### config.mk
export PLATFORM = sky130hd
export DESIGN_NAME = e2c_tod_split
export DESIGN_NICKNAME = d
export VERILOG_FILES = /design/src/hw/rtl/e2c_pkg.sv /design/src/hw/rtl/e2c_tod_split.sv
export SDC_FILE = /design/constraint.sdc
export NUM_CORES = 2
export LEC_CHECK = 0
export BUFFER_PORTS_ARGS = -buffer_cell sky130_fd_sc_hd__buf_2
export CAP_MARGIN = 20
export CORE_UTILIZATION = 43
export CTS_BUF_LIST = sky130_fd_sc_hd__clkbuf_16
export CTS_CLUSTER_DIAMETER = 100
export CTS_CLUSTER_SIZE = 14
export DETAILED_ROUTE_END_ITERATION = 8
export SYNTH_ARGS = -nofsm -noshare
export SYNTH_HDL_FRONTEND = slang
export SYNTH_SLANG_ARGS = --single-unit
### constraint.sdc
create_clock -name clk -period 7.1 [get_ports clk]
set_input_delay 1.42 -clock clk [delete_from_list [all_inputs] [get_ports clk]]
set_output_delay 1.42 -clock clk [all_outputs]
set_load 0.1 [all_outputs]
### src/hw/rtl/e2c_pkg.sv
`timescale 1ns / 1ps

package e2c_pkg;

  // pipeline shape
  localparam int unsigned NUM_STAGES  = 13;
  localparam int unsigned LANE_STAGES = 8;

  // field widths
  localparam int unsigned MILLIS_W = 49;
  localparam int unsigned DAY_W    = 22;
  localparam int unsigned TOD_W    = 27;
  localparam int unsigned ERA_W    = 5;
  localparam int unsigned DOE_W    = 18;
  localparam int unsigned YOE_W    = 9;
  localparam int unsigned DOY_W    = 9;
  localparam int unsigned MP_W     = 4;
  localparam int unsigned YEAR_W   = 14;
  localparam int unsigned MONTH_W  = 4;
  localparam int unsigned DOM_W    = 5;
  localparam int unsigned HOUR_W   = 5;
  localparam int unsigned MINUTE_W = 6;
  localparam int unsigned SECOND_W = 6;
  localparam int unsigned MSEC_W   = 10;

  // valid window, 0000-01-01T00:00:00.000 to 9999-12-31T23:59:59.999
  localparam logic signed [MILLIS_W-1:0] MIN_MILLIS = -49'sd62167219200000;
  localparam logic signed [MILLIS_W-1:0] MAX_MILLIS = 49'sd253402300799999;

  // calendar constants
  localparam int unsigned MS_PER_DAY    = 86400000;
  localparam int unsigned MS_PER_HOUR   = 3600000;
  localparam int unsigned MS_PER_MINUTE = 60000;
  localparam int unsigned MS_PER_SECOND = 1000;
  localparam int unsigned DAY_DIV_ODD   = MS_PER_DAY >> 10;
  localparam int unsigned DAYS_PER_ERA  = 146097;
  localparam int unsigned YEARS_PER_ERA = 400;
  localparam int unsigned DAYS_PER_YEAR = 365;
  // one era less the day count from 0000-01-01 to the March-based era origin
  localparam int unsigned ERA_BIAS      = DAYS_PER_ERA - 60;

  // reciprocal of the odd part of a day, floor form, corrected afterwards
  localparam int unsigned DAY_SHIFT = 48;
  localparam logic [31:0] DAY_MUL   = 32'((64'd1 << DAY_SHIFT) / 64'(DAY_DIV_ODD));

  // exact reciprocals, ceil form with 2^shift above max operand times divisor
  localparam int unsigned ERA_SHIFT = 40;
  localparam logic [22:0] ERA_MUL   =
    23'(((64'd1 << ERA_SHIFT) + 64'(DAYS_PER_ERA) - 64'd1) / 64'(DAYS_PER_ERA));
  localparam int unsigned Q1460_SHIFT = 28;
  localparam logic [17:0] Q1460_MUL   =
    18'(((64'd1 << Q1460_SHIFT) + 64'd1459) / 64'd1460);
  localparam int unsigned Q36524_SHIFT = 33;
  localparam logic [17:0] Q36524_MUL   =
    18'(((64'd1 << Q36524_SHIFT) + 64'd36523) / 64'd36524);
  localparam int unsigned Q365_SHIFT = 26;
  localparam logic [17:0] Q365_MUL   =
    18'(((64'd1 << Q365_SHIFT) + 64'(DAYS_PER_YEAR) - 64'd1) / 64'(DAYS_PER_YEAR));
  localparam int unsigned Q100_SHIFT = 16;
  localparam logic [9:0]  Q100_MUL   = 10'(((64'd1 << Q100_SHIFT) + 64'd99) / 64'd100);
  localparam int unsigned MP_SHIFT = 19;
  localparam logic [11:0] MP_MUL   = 12'(((64'd1 << MP_SHIFT) + 64'd152) / 64'd153);
  localparam int unsigned HOUR_SHIFT = 49;
  localparam logic [27:0] HOUR_MUL   =
    28'(((64'd1 << HOUR_SHIFT) + 64'(MS_PER_HOUR) - 64'd1) / 64'(MS_PER_HOUR));
  localparam int unsigned MIN_SHIFT = 38;
  localparam logic [22:0] MIN_MUL   =
    23'(((64'd1 << MIN_SHIFT) + 64'(MS_PER_MINUTE) - 64'd1) / 64'(MS_PER_MINUTE));
  localparam int unsigned SEC_SHIFT = 26;
  localparam logic [16:0] SEC_MUL   =
    17'(((64'd1 << SEC_SHIFT) + 64'(MS_PER_SECOND) - 64'd1) / 64'(MS_PER_SECOND));

  // first day of each March-based month within the year
  function automatic logic [DOY_W-1:0] month_start(input logic [MP_W-1:0] mp);
    logic [DOY_W-1:0] days;
    case (mp)
      4'd0:    days = 9'd0;
      4'd1:    days = 9'd31;
      4'd2:    days = 9'd61;
      4'd3:    days = 9'd92;
      4'd4:    days = 9'd122;
      4'd5:    days = 9'd153;
      4'd6:    days = 9'd184;
      4'd7:    days = 9'd214;
      4'd8:    days = 9'd245;
      4'd9:    days = 9'd275;
      4'd10:   days = 9'd306;
      4'd11:   days = 9'd337;
      default: days = 9'd0;
    endcase
    return days;
  endfunction

endpackage

### src/hw/rtl/e2c_tod_split.sv
`timescale 1ns / 1ps

module e2c_tod_split import e2c_pkg::*; (
  input  logic                   clk,
  input  logic [LANE_STAGES-1:0] en,
  input  logic [TOD_W-1:0]       tod,
  output logic [HOUR_W-1:0]      hour,
  output logic [MINUTE_W-1:0]    minute,
  output logic [SECOND_W-1:0]    second,
  output logic [MSEC_W-1:0]      millisecond
);

  logic [TOD_W-1:0]    s0_tod;
  logic [HOUR_W-1:0]   s0_hour;
  logic [21:0]         s1_r1;
  logic [HOUR_W-1:0]   s1_hour;
  logic [21:0]         s2_r1;
  logic [HOUR_W-1:0]   s2_hour;
  logic [MINUTE_W-1:0] s2_min;
  logic [15:0]         s3_r2;
  logic [HOUR_W-1:0]   s3_hour;
  logic [MINUTE_W-1:0] s3_min;
  logic [15:0]         s4_r2;
  logic [HOUR_W-1:0]   s4_hour;
  logic [MINUTE_W-1:0] s4_min;
  logic [SECOND_W-1:0] s4_sec;
  logic [HOUR_W-1:0]   s5_hour;
  logic [MINUTE_W-1:0] s5_min;
  logic [SECOND_W-1:0] s5_sec;
  logic [MSEC_W-1:0]   s5_msec;
  logic [HOUR_W-1:0]   s6_hour;
  logic [MINUTE_W-1:0] s6_min;
  logic [SECOND_W-1:0] s6_sec;
  logic [MSEC_W-1:0]   s6_msec;

  logic [54:0] hour_prod;
  logic [21:0] r1_val;
  logic [44:0] min_prod;
  logic [15:0] r2_val;
  logic [32:0] sec_prod;
  logic [MSEC_W-1:0] msec_val;

  // hour by reciprocal
  assign hour_prod = 55'(tod) * 55'(HOUR_MUL);
  // remainder below one hour
  assign r1_val    = 22'(s0_tod - 27'(s0_hour) * 27'(MS_PER_HOUR));
  // minute by reciprocal
  assign min_prod  = 45'(s1_r1) * 45'(MIN_MUL);
  // remainder below one minute
  assign r2_val    = 16'(s2_r1 - 22'(s2_min) * 22'(MS_PER_MINUTE));
  // second by reciprocal
  assign sec_prod  = 33'(s3_r2) * 33'(SEC_MUL);
  // millisecond remainder
  assign msec_val  = 10'(s4_r2 - 16'(s4_sec) * 16'(MS_PER_SECOND));

  always_ff @(posedge clk) begin
    if (en[0]) begin
      s0_tod  <= tod;
      s0_hour <= hour_prod[HOUR_SHIFT+HOUR_W-1:HOUR_SHIFT];
    end
    if (en[1]) begin
      s1_r1   <= r1_val;
      s1_hour <= s0_hour;
    end
    if (en[2]) begin
      s2_r1   <= s1_r1;
      s2_hour <= s1_hour;
      s2_min  <= min_prod[MIN_SHIFT+MINUTE_W-1:MIN_SHIFT];
    end
    if (en[3]) begin
      s3_r2   <= r2_val;
      s3_hour <= s2_hour;
      s3_min  <= s2_min;
    end
    if (en[4]) begin
      s4_r2   <= s3_r2;
      s4_hour <= s3_hour;
      s4_min  <= s3_min;
      s4_sec  <= sec_prod[SEC_SHIFT+SECOND_W-1:SEC_SHIFT];
    end
    if (en[5]) begin
      s5_hour <= s4_hour;
      s5_min  <= s4_min;
      s5_sec  <= s4_sec;
      s5_msec <= msec_val;
    end
    // delay to line up with the date lane
    if (en[6]) begin
      s6_hour <= s5_hour;
      s6_min  <= s5_min;
      s6_sec  <= s5_sec;
      s6_msec <= s5_msec;
    end
    if (en[7]) begin
      hour        <= s6_hour;
      minute      <= s6_min;
      second      <= s6_sec;
      millisecond <= s6_msec;
    end
  end

endmodule

Word-level counts from Yosys, hierarchy flattened
Cells that the tools add are included.
Widths: inputs -> output; s select.
- logic and storage cells: 35
- output and inout bits: 27
- flip-flop bits (word level): 216
- multipliers: 6
- $add $sub $neg: 3
- operator list (kind ; count):
    $mul 27x26->52 const B ; 1
    $mul 22x23->44 const B ; 1
    $mul 16x17->32 const B ; 1
    $sub 22x22->22 ; 1
    $sub 16x16->16 ; 1
    $mul 5x15->15 const B ; 1
    $mul 6x11->11 const B ; 1
    $sub 10x10->10 ; 1
    $mul 6x7->7 const B ; 1

Longest topological paths before layout
- depth after elaboration: 2
- depth in mapped cells: 23

Worst setup path before layout
No wires, ideal clock.
- kind: input to register
- start point: in tod[21]
- end point: reg s0_hour[2], data pin
- data arrival time: 6625 ps
- path slack: 217 ps
- path buffers: 0
- cell stages on the path: 22
- cell sequence: inv_1 fa_1 inv_1 fa_1 inv_1 fa_1 fa_1 inv_1 fa_1 fa_1 inv_1 fa_1 inv_1 ha_1 nand3_1 o22ai_1 o2111ai_1 a31oi_1 a211oi_2 o41ai_2 a31oi_1 xnor2_1
- word-level cells in the longest chain between the ends: 1
- RTL lines (item ; line ; text):
    start, declared ; e2c_tod_split.sv:6 ; input logic [TOD_W-1:0] tod,
    $mul 27x26->52 ; e2c_tod_split.sv:44 ; assign hour_prod = 55'(tod) * 55'(HOUR_MUL);
    via hour_prod[51] ; e2c_tod_split.sv:36 ; logic [54:0] hour_prod;
    end signal, assigned ; e2c_tod_split.sv:59 ; s0_hour <= hour_prod[HOUR_SHIFT+HOUR_W-1:HOUR_SHIFT];
    end, declared ; e2c_tod_split.sv:14 ; logic [HOUR_W-1:0] s0_hour;
The timed path passes the listed nets, and every way through them passes these cells.
A chain may end at the register's enable or synchronous reset.

Worst setup path after layout
Ends and elaborated chain as after synthesis.

==> run summary <==
Status - finished, violations left
Failing checks - DRC
Ant. Diodes - 0
Slew margin rel. - 0.513
Slowest-stage cell, CP - fa_1
Cell row count - 99
Worst Tran Pin Value - 0.730 ns
Clock slew at reported path FFs - 0.07 ns
Initial antenna violation count - 1
Critical path launch point type - input pin
Final net count - 4,229
Initial Util - 0.437
Cell area after synthesis - 32,000 um2
Setup ws final - 0.238 ns
Cell count after synthesis - 2,802
Worst EP arrival - 7.15 ns
Fin. Hold Viols - 0
Finished Cell Area - 34,700 um2
Gr usage total - 0.183
CP Capture Type - register
CTS Buffer Depth - 3
Seq/Total Area, Yosys - 0.203
Critical path's largest stage delay - 0.54 ns
Non-filler cells, final - 3,933
1st-pass router iterations - 9
# port buffers - 62
Syn Area/Cell - 11.4 um2
Routed WL - 65.7 mm
CTS Buf Count - 20
Post-synth top area share - 0.311
Reg-to-reg startpoint - s1_r1[8]
DRC Markers - 9
Chip Width - 275 um
Largest net degree at the start of global routing - 28
Clock latency on the worst-skew pair - 0.52 ns
Synth area leaders - fa_1, ha_1, edfxtp_1
Synth cell types - 61
First-pass GRT wire length - 108 mm
Ratio of cells with drive above 1 in the final layout - 0.0666
Core Area - 73,200 um2
Slew Viols, Final - 0
Hold endpoint - s6_min[0]
Crit Path Class - input pin to register
Via-per-instance ratio - 4.82
FMAX - 0.146 GHz
Clk_skew - 0.0157 ns
CTS Sinks - 216
Hold Path Depth - 0
Place WS - -0.453 ns
Die height - 275 um
DIE AREA - 75,400 um2
Post-Place Cell Area - 34,100 um2
Crit Path Max Fanout - 4
Min Tclk post-route - 6.86 ns
Min-delay src - s5_min[0]
Max Cap Viol - 0
Worst reg2reg path depth - 19
R2R Path End - s2_min[5]
DRT antenna net count - 0
Hold Crit Class - register to register
CP dominant cell by count - fa_1
Synth warn - 0
CP cell instances - buf_2, inv_1, fa_1, inv_1, fa_1, inv_1, fa_1, fa_1, inv_1, fa_1, fa_1, inv_1, fa_1, inv_1, ha_1, nand3_1, nor2_2, nand4_1, a31oi_2, a211oi_2, buf_4, o41ai_4, a31oi_1, xnor2_1
Post-synth ARST share - 0
Drt initial violations - 721
Post-synth EDFFs - 216
Dominant synthesized flop cell - edfxtp_1
Htree depth - 1
FF+latch count, synth - 216
R2R setup slack - 0.36 ns
Layout area overhead - 8.65%
Cts hold-fix bufs - 0
Root Buffer Master - clkbuf_16
Grt ovf - 0
Post-synth top area cell - fa_1
Syn Nets - 4,060
CTS tree - built
Via count - 19,000
Wire per inst - 16.7 um
Detail Placement HPWL - 58.9 mm
Placer Congestion - 0.909
CP Data Required Time - 7.39 ns
Period utilization - 0.966
Finish-stage setup viols - 0
Dpl cells - 3,905
Vias in the first global route - 21,100
IO Pins - 63
-- cells in the mapped netlist (4+ instances only) --
master     instances
and3_1            10
xor2_1            25
ha_1             725
o21bai_1           5
nor2b_1           11
nor2_1            36
nor3_1             9
inv_1            877
nand3_1           20
edfxtp_1         216
fa_1             497
a31oi_1            6
nand2b_1          12
nand2_1           39
or2_2              7
o21ai_0           26
a211oi_1           8
nand4_1           11
a41oi_1            4
a21o_1            32
nor4_1             6
a2111oi_0          4
a21oi_1           64
o2111ai_1          4
o21ai_1           16
xnor2_1           62
o21a_1            10
-- registers in the layout, indices dropped and copies added (netlist names), 6 cells and up --
signal and cells:
s3_min 6, s5_sec 6, millisecond 10, s3_r2 16, s4_sec 6, s1_r1 22
s2_min 6, s5_min 6, s6_min 6, s6_msec 10, s0_tod 22, s4_min 6
minute 6, second 6, s5_msec 10, s2_r1 16, s4_r2 10, s6_sec 6
-- worst max-delay path by stage --
stage               depth (start not counted)          to  startpoint  slack (ns)
floorplan                                  22  s0_hour[2]     tod[21]        0.22
CTS                                        24  s0_hour[2]     tod[13]        0.09
detailed placement                         23  s0_hour[2]     tod[17]       -0.45
finish                                     24  s0_hour[2]     tod[21]        0.24
global placement                           25  s0_hour[2]     tod[12]       -0.33
global route                               24  s0_hour[1]     tod[19]       -0.04
-- worst max-delay path: cells and delay by family --
family | cells | cell delay (ns)
buffers and inverters | 8 | 0.63
XOR/XNOR | 1 | 0.14
AND/OR/NAND/NOR | 3 | 0.42
AO/OA/AOI/OAI | 4 | 0.76
adder cells (fa/ha/maj) | 8 | 3.79
-- stage by stage --
stage,utilization,hold WS [ns],TNS (ns)
3_3_place_gp,0.466,0.401,-1.16
2_1_floorplan,-,0.400,0
4_1_cts,0.474,0.418,0
6_report,0.474,0.415,0
5_1_grt,0.474,0.421,-0.0881
3_5_place_dp,0.466,0.405,-1.66
-- routing by layer --
metal,share of wire,GRT usage
met5,0,0
met4,0.026,0.0499
met3,0.026,0.0155
met2,0.51,0.330
met1,0.44,0.235
-- repair_timing --
action | 4_1_cts | 5_1_grt
gates resized for setup | 0 | 6
setup endpoints to repair | 0 | 8
setup buffers | 0 | 3
-- cell usage in the layout (no fill, tap or decap), types with 32 or more instances in the layout --
cell type  Yosys  layout
a21o_1        32      32
a21oi_1       64      64
buf_2          0      62
buf_4          0      88
edfxtp_1     216     216
fa_1         497     497
ha_1         725     725
inv_1        877     877
nand2_1       39      39
nor2_1        36      35
xnor2_1       62      62
-- cell families after synthesis --
logic type | Yosys count | synth area share
adder cells (fa/ha/maj) | 1222 | 0.595
buffers and inverters | 880 | 0.103
AO/OA/AOI/OAI | 221 | 0.0465
flip-flops | 216 | 0.203
AND/OR/NAND/NOR | 174 | 0.0278
XOR/XNOR | 87 | 0.0238
multiplexers | 2 | 0.000626
-- area by class of cell --
| class | count | area (um2) |
|---|---|---|
| Clock inverter | 5 | 62.6 |
| Clock buffer | 20 | 500 |
| Inverter | 877 | 3290 |
| Sequential cell | 216 | 6490 |
| Fill cell | 6652 | 38500 |
| Multi-Input combinational cell | 1706 | 22200 |
| Timing Repair Buffer | 150 | 971 |
| Tap cell | 959 | 1200 |
Power is not shown: default switching activity piles up to over one toggle a cycle in this logic, so the estimate is an artifact.
