File: src/hw/rtl/e2c_pkg.sv
`timescale 1ns / 1ps

package e2c_pkg;

  // pipeline shape
  localparam int unsigned NUM_STAGES  = 13;
  localparam int unsigned LANE_STAGES = 8;

  // field widths
  localparam int unsigned MILLIS_W = 49;
  localparam int unsigned DAY_W    = 22;
  localparam int unsigned TOD_W    = 27;
  localparam int unsigned ERA_W    = 5;
  localparam int unsigned DOE_W    = 18;
  localparam int unsigned YOE_W    = 9;
  localparam int unsigned DOY_W    = 9;
  localparam int unsigned MP_W     = 4;
  localparam int unsigned YEAR_W   = 14;
  localparam int unsigned MONTH_W  = 4;
  localparam int unsigned DOM_W    = 5;
  localparam int unsigned HOUR_W   = 5;
  localparam int unsigned MINUTE_W = 6;
  localparam int unsigned SECOND_W = 6;
  localparam int unsigned MSEC_W   = 10;

  // valid window, 0000-01-01T00:00:00.000 to 9999-12-31T23:59:59.999
  localparam logic signed [MILLIS_W-1:0] MIN_MILLIS = -49'sd62167219200000;
  localparam logic signed [MILLIS_W-1:0] MAX_MILLIS = 49'sd253402300799999;

  // calendar constants
  localparam int unsigned MS_PER_DAY    = 86400000;
  localparam int unsigned MS_PER_HOUR   = 3600000;
  localparam int unsigned MS_PER_MINUTE = 60000;
  localparam int unsigned MS_PER_SECOND = 1000;
  localparam int unsigned DAY_DIV_ODD   = MS_PER_DAY >> 10;
  localparam int unsigned DAYS_PER_ERA  = 146097;
  localparam int unsigned YEARS_PER_ERA = 400;
  localparam int unsigned DAYS_PER_YEAR = 365;
  // one era less the day count from 0000-01-01 to the March-based era origin
  localparam int unsigned ERA_BIAS      = DAYS_PER_ERA - 60;

  // reciprocal of the odd part of a day, floor form, corrected afterwards
  localparam int unsigned DAY_SHIFT = 48;
  localparam logic [31:0] DAY_MUL   = 32'((64'd1 << DAY_SHIFT) / 64'(DAY_DIV_ODD));

  // exact reciprocals, ceil form with 2^shift above max operand times divisor
  localparam int unsigned ERA_SHIFT = 40;
  localparam logic [22:0] ERA_MUL   =
    23'(((64'd1 << ERA_SHIFT) + 64'(DAYS_PER_ERA) - 64'd1) / 64'(DAYS_PER_ERA));
  localparam int unsigned Q1460_SHIFT = 28;
  localparam logic [17:0] Q1460_MUL   =
    18'(((64'd1 << Q1460_SHIFT) + 64'd1459) / 64'd1460);
  localparam int unsigned Q36524_SHIFT = 33;
  localparam logic [17:0] Q36524_MUL   =
    18'(((64'd1 << Q36524_SHIFT) + 64'd36523) / 64'd36524);
  localparam int unsigned Q365_SHIFT = 26;
  localparam logic [17:0] Q365_MUL   =
    18'(((64'd1 << Q365_SHIFT) + 64'(DAYS_PER_YEAR) - 64'd1) / 64'(DAYS_PER_YEAR));
  localparam int unsigned Q100_SHIFT = 16;
  localparam logic [9:0]  Q100_MUL   = 10'(((64'd1 << Q100_SHIFT) + 64'd99) / 64'd100);
  localparam int unsigned MP_SHIFT = 19;
  localparam logic [11:0] MP_MUL   = 12'(((64'd1 << MP_SHIFT) + 64'd152) / 64'd153);
  localparam int unsigned HOUR_SHIFT = 49;
  localparam logic [27:0] HOUR_MUL   =
    28'(((64'd1 << HOUR_SHIFT) + 64'(MS_PER_HOUR) - 64'd1) / 64'(MS_PER_HOUR));
  localparam int unsigned MIN_SHIFT = 38;
  localparam logic [22:0] MIN_MUL   =
    23'(((64'd1 << MIN_SHIFT) + 64'(MS_PER_MINUTE) - 64'd1) / 64'(MS_PER_MINUTE));
  localparam int unsigned SEC_SHIFT = 26;
  localparam logic [16:0] SEC_MUL   =
    17'(((64'd1 << SEC_SHIFT) + 64'(MS_PER_SECOND) - 64'd1) / 64'(MS_PER_SECOND));

  // first day of each March-based month within the year
  function automatic logic [DOY_W-1:0] month_start(input logic [MP_W-1:0] mp);
    logic [DOY_W-1:0] days;
    case (mp)
      4'd0:    days = 9'd0;
      4'd1:    days = 9'd31;
      4'd2:    days = 9'd61;
      4'd3:    days = 9'd92;
      4'd4:    days = 9'd122;
      4'd5:    days = 9'd153;
      4'd6:    days = 9'd184;
      4'd7:    days = 9'd214;
      4'd8:    days = 9'd245;
      4'd9:    days = 9'd275;
      4'd10:   days = 9'd306;
      4'd11:   days = 9'd337;
      default: days = 9'd0;
    endcase
    return days;
  endfunction

endpackage

File: src/hw/rtl/e2c_civil.sv
`timescale 1ns / 1ps

module e2c_civil import e2c_pkg::*; (
  input  logic                   clk,
  input  logic [LANE_STAGES-1:0] en,
  input  logic [DAY_W-1:0]       z,
  output logic [ERA_W-1:0]       era,
  output logic [YOE_W-1:0]       yoe,
  output logic [DOY_W-1:0]       doy,
  output logic [MP_W-1:0]        mp
);

  logic [DAY_W-1:0] s0_z;
  logic [ERA_W-1:0] s0_era, s1_era, s2_era, s3_era, s4_era, s5_era, s6_era;
  logic [DOE_W-1:0] s1_doe, s2_doe, s3_doe, s4_doe, s5_doe;
  logic [6:0]       s2_a;
  logic [2:0]       s2_b;
  logic             s2_c;
  logic [DOE_W-1:0] s3_t;
  logic [YOE_W-1:0] s4_yoe, s5_yoe, s6_yoe;
  logic [1:0]       s5_y100;
  logic [17:0]      s5_yoe365;
  logic [DOY_W-1:0] s6_doy;

  logic [44:0]      era_prod;
  logic [DOE_W-1:0] doe_val;
  logic [35:0]      p1460;
  logic [35:0]      p36524;
  logic [DOE_W-1:0] t_val;
  logic [35:0]      p365;
  logic [18:0]      p100;
  logic [DOY_W-1:0] doy_val;
  logic [10:0]      mp_num;
  logic [22:0]      mp_prod;

  // era of the shifted day count
  assign era_prod = 45'(z) * 45'(ERA_MUL);
  // day within era
  assign doe_val  = 18'(s0_z - 22'(s0_era) * 22'(DAYS_PER_ERA));
  // leap corrections within the era
  assign p1460    = 36'(s1_doe) * 36'(Q1460_MUL);
  assign p36524   = 36'(s1_doe) * 36'(Q36524_MUL);
  assign t_val    = 18'(s2_doe - 18'(s2_a) + 18'(s2_b) - 18'(s2_c));
  // year within era
  assign p365     = 36'(s3_t) * 36'(Q365_MUL);
  assign p100     = 19'(s4_yoe) * 19'(Q100_MUL);
  // day within March-based year
  assign doy_val  = 9'(s5_doe - (s5_yoe365 + 18'(s5_yoe[YOE_W-1:2]) - 18'(s5_y100)));
  // March-based month
  assign mp_num   = 11'(11'(s6_doy) * 11'd5 + 11'd2);
  assign mp_prod  = 23'(mp_num) * 23'(MP_MUL);

  always_ff @(posedge clk) begin
    if (en[0]) begin
      s0_z   <= z;
      s0_era <= era_prod[ERA_SHIFT+ERA_W-1:ERA_SHIFT];
    end
    if (en[1]) begin
      s1_doe <= doe_val;
      s1_era <= s0_era;
    end
    if (en[2]) begin
      s2_doe <= s1_doe;
      s2_era <= s1_era;
      s2_a   <= p1460[Q1460_SHIFT+6:Q1460_SHIFT];
      s2_b   <= p36524[Q36524_SHIFT+2:Q36524_SHIFT];
      s2_c   <= (s1_doe == 18'(DAYS_PER_ERA - 1));
    end
    if (en[3]) begin
      s3_t   <= t_val;
      s3_doe <= s2_doe;
      s3_era <= s2_era;
    end
    if (en[4]) begin
      s4_yoe <= p365[Q365_SHIFT+YOE_W-1:Q365_SHIFT];
      s4_doe <= s3_doe;
      s4_era <= s3_era;
    end
    if (en[5]) begin
      s5_y100   <= p100[Q100_SHIFT+1:Q100_SHIFT];
      s5_yoe365 <= 18'(s4_yoe) * 18'(DAYS_PER_YEAR);
      s5_yoe    <= s4_yoe;
      s5_doe    <= s4_doe;
      s5_era    <= s4_era;
    end
    if (en[6]) begin
      s6_doy <= doy_val;
      s6_yoe <= s5_yoe;
      s6_era <= s5_era;
    end
    if (en[7]) begin
      mp  <= mp_prod[MP_SHIFT+MP_W-1:MP_SHIFT];
      doy <= s6_doy;
      yoe <= s6_yoe;
      era <= s6_era;
    end
  end

endmodule

File: config.mk
export PLATFORM = sky130hd
export DESIGN_NAME = e2c_civil
export DESIGN_NICKNAME = d
export VERILOG_FILES = /design/src/hw/rtl/e2c_pkg.sv /design/src/hw/rtl/e2c_civil.sv
export SDC_FILE = /design/constraint.sdc
export NUM_CORES = 2
export LEC_CHECK = 0
export BUFFER_PORTS_ARGS = -buffer_cell sky130_fd_sc_hd__buf_4
export CORE_UTILIZATION = 29
export DETAILED_ROUTE_END_ITERATION = 16
export SETUP_SLACK_MARGIN = 0.4
export SYNTH_ARGS = -nofsm -noshare
export SYNTH_HDL_FRONTEND = slang
export SYNTH_SLANG_ARGS = --single-unit
File: constraint.sdc
create_clock -name clk -period 12.1 [get_ports clk]
set_input_delay 1.21 -clock clk [delete_from_list [all_inputs] [get_ports clk]]
set_output_delay 1.21 -clock clk [all_outputs]
set_load 0.02 [all_outputs]
-- After elaboration in Yosys (flattened, before gate mapping)
Cells that the tools add are included.
- register bits: 219
- input port bits: 31
- output and inout port bits: 27
- logic and storage cells: 45
- add/subtract/negate cells: 8
- multipliers: 9
- equal/unequal tests: 1
- operators by type and width (operator ; number):
    $mul 18x16->33 const B ; 2
    $mul 22x22->44 const B ; 1
    $mul 18x18->36 const B ; 1
    $mul 11x12->23 const B ; 1
    $add 18x3->18 ; 1
    $eq 18x18->1 const B ; 1
    $mul 5x18->18 const B ; 1
    $sub 18x1->18 ; 1
    $sub 18x18->18 ; 1
    $sub 18x7->18 ; 1
    $mul 9x6->14 const B ; 1
    $add 11x2->11 const B ; 1
    $mul 9x3->11 const B ; 1
    $add 9x7->9 ; 1
    $mul 9x9->9 const B ; 1
    $sub 9x2->9 ; 1
    $sub 9x9->9 ; 1

-- Depth between registers and ports, before layout
- depth after elaboration: 3
- depth in mapped cells: 27
- depth with buffers taken out: 27

-- Worst setup path before layout
Ideal clock, no wire load.
- path kind: input to register
- start point: in z[3]
- end point: reg s0_era[4] (data pin)
- setup time: 0.260 ns
- arrival time: 6.771 ns
- setup slack: 5.069 ns
- stages: 22
- cells stage by stage: inv_1 -> fa_1 -> inv_1 -> fa_1 -> inv_1 -> fa_1 -> fa_1 -> fa_1 -> inv_1 -> fa_1 -> inv_1 -> fa_1 -> inv_1 -> ha_1 -> a211oi_1 -> o21a_1 -> or4b_1 -> a21oi_1 -> nor3_1 -> a21oi_2 -> a21oi_1 -> xnor2_1
- longest elaborated chain between the ends: 1
- RTL lines (item ; RTL line ; source):
    start, declared ; e2c_civil.sv:6 ; input logic [DAY_W-1:0] z,
    $mul 22x22->44 ; e2c_civil.sv:37 ; assign era_prod = 45'(z) * 45'(ERA_MUL);
    net era_prod[44] ; e2c_civil.sv:25 ; logic [44:0] era_prod;
    end signal, assigned ; e2c_civil.sv:56 ; s0_era <= era_prod[ERA_SHIFT+ERA_W-1:ERA_SHIFT];
    end, declared ; e2c_civil.sv:14 ; logic [ERA_W-1:0] s0_era, s1_era, s2_era, s3_era, s4_era, s5_era, s6_era;
The timed path passes the listed nets, and every way through them passes these cells.
A chain may end at the register's enable or synchronous reset.

-- Final worst setup path
Same ends and word-level chain as after synthesis.

==> out/results.md <==
| Step | Parameter | Reported |
| --- | --- | --- |
| status | Status | finished with violations |
| status | Violations in the final reports | DRC |
| logic synthesis | Synthesized area | 36300 sq um |
| global routing | Pin count of the biggest net entering global routing | 35 |
| min path | Class of the tightest hold or removal check | reg2reg |
| setup path | CP startpoint kind | primary input |
| routing | Overall via count from detail_route | 21649 |
| logic synthesis | Count of flip-flops with a built-in enable after synthesis | 217 |
| final layout | Commonest cells after routing, fill and taps aside | inv_1, ha_1, fa_1 |
| sta | Worst rel slew slack | 0.342 |
| global routing | Gr usage total | 0.123 |
| clocking | Root Buffer | clkbuf_16 |
| logic synthesis | Simple-gate share of the synthesized area | 0.0306 |
| clocking | Cts hold-fix bufs | 0 |
| die | Die area | 127000 sq um |
| sta | Endpoints failing setup | 0 |
| final layout | Syn-to-layout area delta | 9.36% |
| global routing | Total congestion overflow after global routing | 0 |
| routing | Drt first-iter violations | 909 |
| die | Number of core rows | 129 |
| logic synthesis | Largest cells by area after synthesis | fa_1, ha_1, edfxtp_1 |
| final layout | Post-Layout Cell Count | 4983 |
| clocking | CTS tree | yes |
| logic synthesis | Number of library cell types mapped by synthesis | 73 |
| clocking | TritonCTS Buffers | 25 |
| placed design | # port buffers | 57 |
| logic synthesis | Seq/Total Area, Yosys | 0.179 |
| setup path | Data required time at the worst endpoint | 12410 ps |
| logic synthesis | Share of the synthesized area in the top cell type | 0.320 |
| setup path | Critical Path End Type | flip-flop |
| logic synthesis | Post-synthesis compound-gate area fraction | 0.0527 |
| setup path | Data arrival time of the critical path | 7220 ps |
| flow run | # Max-Cap Violations | 0 |
| logic synthesis | Parity-gate share of the synthesized area counting xor and xnor cells | 0.0246 |
| logic synthesis | Dominant combinational cell family by area after synthesis | adder cells |
| sta | RSZ-0062 raised after global routing | false |
| placed design | Placer's final routability congestion estimate | 0.863 |
| logic synthesis | Synthesized Nets | 4690 |
| die | Ports | 58 |
| final layout | Most common library cell in the layout ignoring fill and taps | inv_1 |
| routing | Routed length per placed instance | 14.8 um |
| logic synthesis | Dominant register cell in the synthesized netlist | edfxtp_1 |
| global routing | First-pass GRT wire length | 124000 um |
| routing | Number of DRC violations after detailed routing | 4 |
| clocking | Number of H-tree branching levels | 1 |
| final layout | Final #Nets | 4783 |
| sta | Final hold violation count | 0 |
| placed design | Dpl cells | 4938 |
| sta | Final critical-path setup slack | 5190 ps |
| setup path | Class of the most critical setup path | in2reg |
| clocking | Clk Latency, worst-skew pair | 570 ps |
| global routing | Number of antenna violations at the first check in global routing | 2 |
| sta | Final period util | 0.571 |
| clocking | Maximum buffer depth of the clock tree | 3 |
| logic synthesis | Synthesized flop and latch total | 217 |
| clocking | Clock Sinks | 217 |
| final layout | Fraction of final layout cells with drive strength greater than 1 | 0.0400 |
| die | DIE WIDTH | 356 um |
| logic synthesis | Share of synthesized registers carrying an async set or reset | 0 |
| logic synthesis | Multiplexer fraction of the synthesized cell area | 0.000689 |
| sta | Max-slew violation count | 0 |
| clocking | Number of gates given a new drive strength after cts | 0 |
| die | Total core area | 124000 sq um |
| routing | Number of vias per cell after detailed routing | 4.34 |
| clocking | Number of buffers added for setup after CTS | 0 |
| logic synthesis | Library cell occupying the most area in the post-synthesis netlist | fa_1 |
| placed design | Area post-placement | 38900 sq um |
| placed design | Worst setup slack before clock tree synthesis | 4580 ps |
| routing | Initial DRT Pass Iterations | 11 |
| sta | Slew at the pin closest to its max-slew limit | 988 ps |
| logic synthesis | Adder and majority cell fraction of the synthesized area | 0.610 |
| final layout | Post-route cell area | 39700 sq um |
| die | Initial Util | 0.293 |
| sta | Worst clock skew | 11.3 ps |
| final layout | Antenna Diode Count | 0 |
| sta | Clock period minus final worst setup slack | 6910 ps |
| logic synthesis | Post-synthesis area per instance | 11.2 sq um |
| sta | Highest attainable clock frequency | 145 MHz |
| min path | Worst Hold Depth | 0 |
| routing | Number of routed nets with antenna violations | 0 |
| placed design | DP HPWL | 64000 um |
| clocking | Clock transition at the registers of the reported paths | 60 ps |
| setup path | Cells on worst reg2reg path | 26 |
| sta | Setup Total Neg Slack | 0 ps |
| logic synthesis | Gate count of the mapped netlist | 3235 |
| setup path | Highest net fanout along the worst path | 6 |
| die | Die Y | 356 um |
| routing | Post-detailed-routing wire length | 73700 um |
| global routing | Vias in the first global route | 23667 |
| logic synthesis | Count of synthesis-stage warnings from yosys | 0 |
==> final timing paths <==
kind	slack, ps	startpoint	end
setup reg to reg	5380	s6_doy[1]$_DFFE_PP_	mp[3]$_DFFE_PP_
hold / removal	420	s4_era[1]$_DFFE_PP_	s5_era[1]$_DFFE_PP_
setup / recovery	5190	z[3]	s0_era[4]$_DFFE_PP_
hold reg to reg	420	s4_era[1]$_DFFE_PP_	s5_era[1]$_DFFE_PP_
==> critical path, cell delays in order <==
cell and delay, ps:
buf_4 140, inv_1 130, fa_1 550, inv_1 60
fa_1 500, inv_1 50, fa_1 500, fa_1 520
fa_1 550, inv_1 60, fa_1 540, inv_1 60
fa_1 500, inv_1 40, ha_1 320, a211oi_1 90
o21a_1 180, or4b_1 560, a21oi_1 180, nor3_1 80
a21oi_2 180, a21oi_1 100, xnor2_1 130
==> synth_stat cells, types with 7 or more instances <==
library cell  number
a211oi_1          14
a21o_1            38
a21oi_1           83
a31oi_1            9
edfxtp_1         217
fa_1             580
ha_1             844
inv_1            985
nand2_1           40
nand2b_1          11
nand3_1           29
nand4_1           13
nor2_1            59
nor2b_1            9
nor3_1            28
o2111ai_1          7
o21a_1            15
o21ai_0           40
o21bai_1           8
xnor2_1           78
xor2_1            24
==> per-layer routing <==
layer / vias up / global-route usage / part of all wire
li1: 10516 / - / -
met1: 10766 / 0.165 / 0.46
met2: 290 / 0.212 / 0.48
met3: 73 / 0.0162 / 0.037
met4: 4 / 0.0215 / 0.018
met5: - / 0 / 0.00026
==> through the flow <==
step,hold slack (ps),utilization
final,416,0.321
after floorplan,400,-
after global placement,401,0.314
after detailed placement,405,0.314
after global routing,422,0.321
after CTS,420,0.321
==> flip-flops by register name, indices dropped and copies added (netlist names), 18 cells and up <==
register  count
s2_doe       18
s1_doe       18
s0_z         18
s3_t         18
==> layout make-up <==
class	count	area (sq um)
clock buffer	27	633
clock inverter	18	219
fill	12603	84200
inverter	985	3700
multi-input combinational	2032	26100
sequential	217	6520
tap	1637	2050
timing repair buffer	67	503
==> cell families (layout without fill, tap and decap cells) <==
group,after synthesis,count (layout)
AOI/OAI and AO/OA,282,282
xor gates and xnor gates,102,102
adders and majority gates,1424,1424
buffers and inverters,986,1097
DFF,217,217
muxes,2,2
and+or+nand+nor,222,222
Power is left out: the tool's default activity adds up to more than one toggle a clock period on the data nets, which glitch-free logic cannot reach.
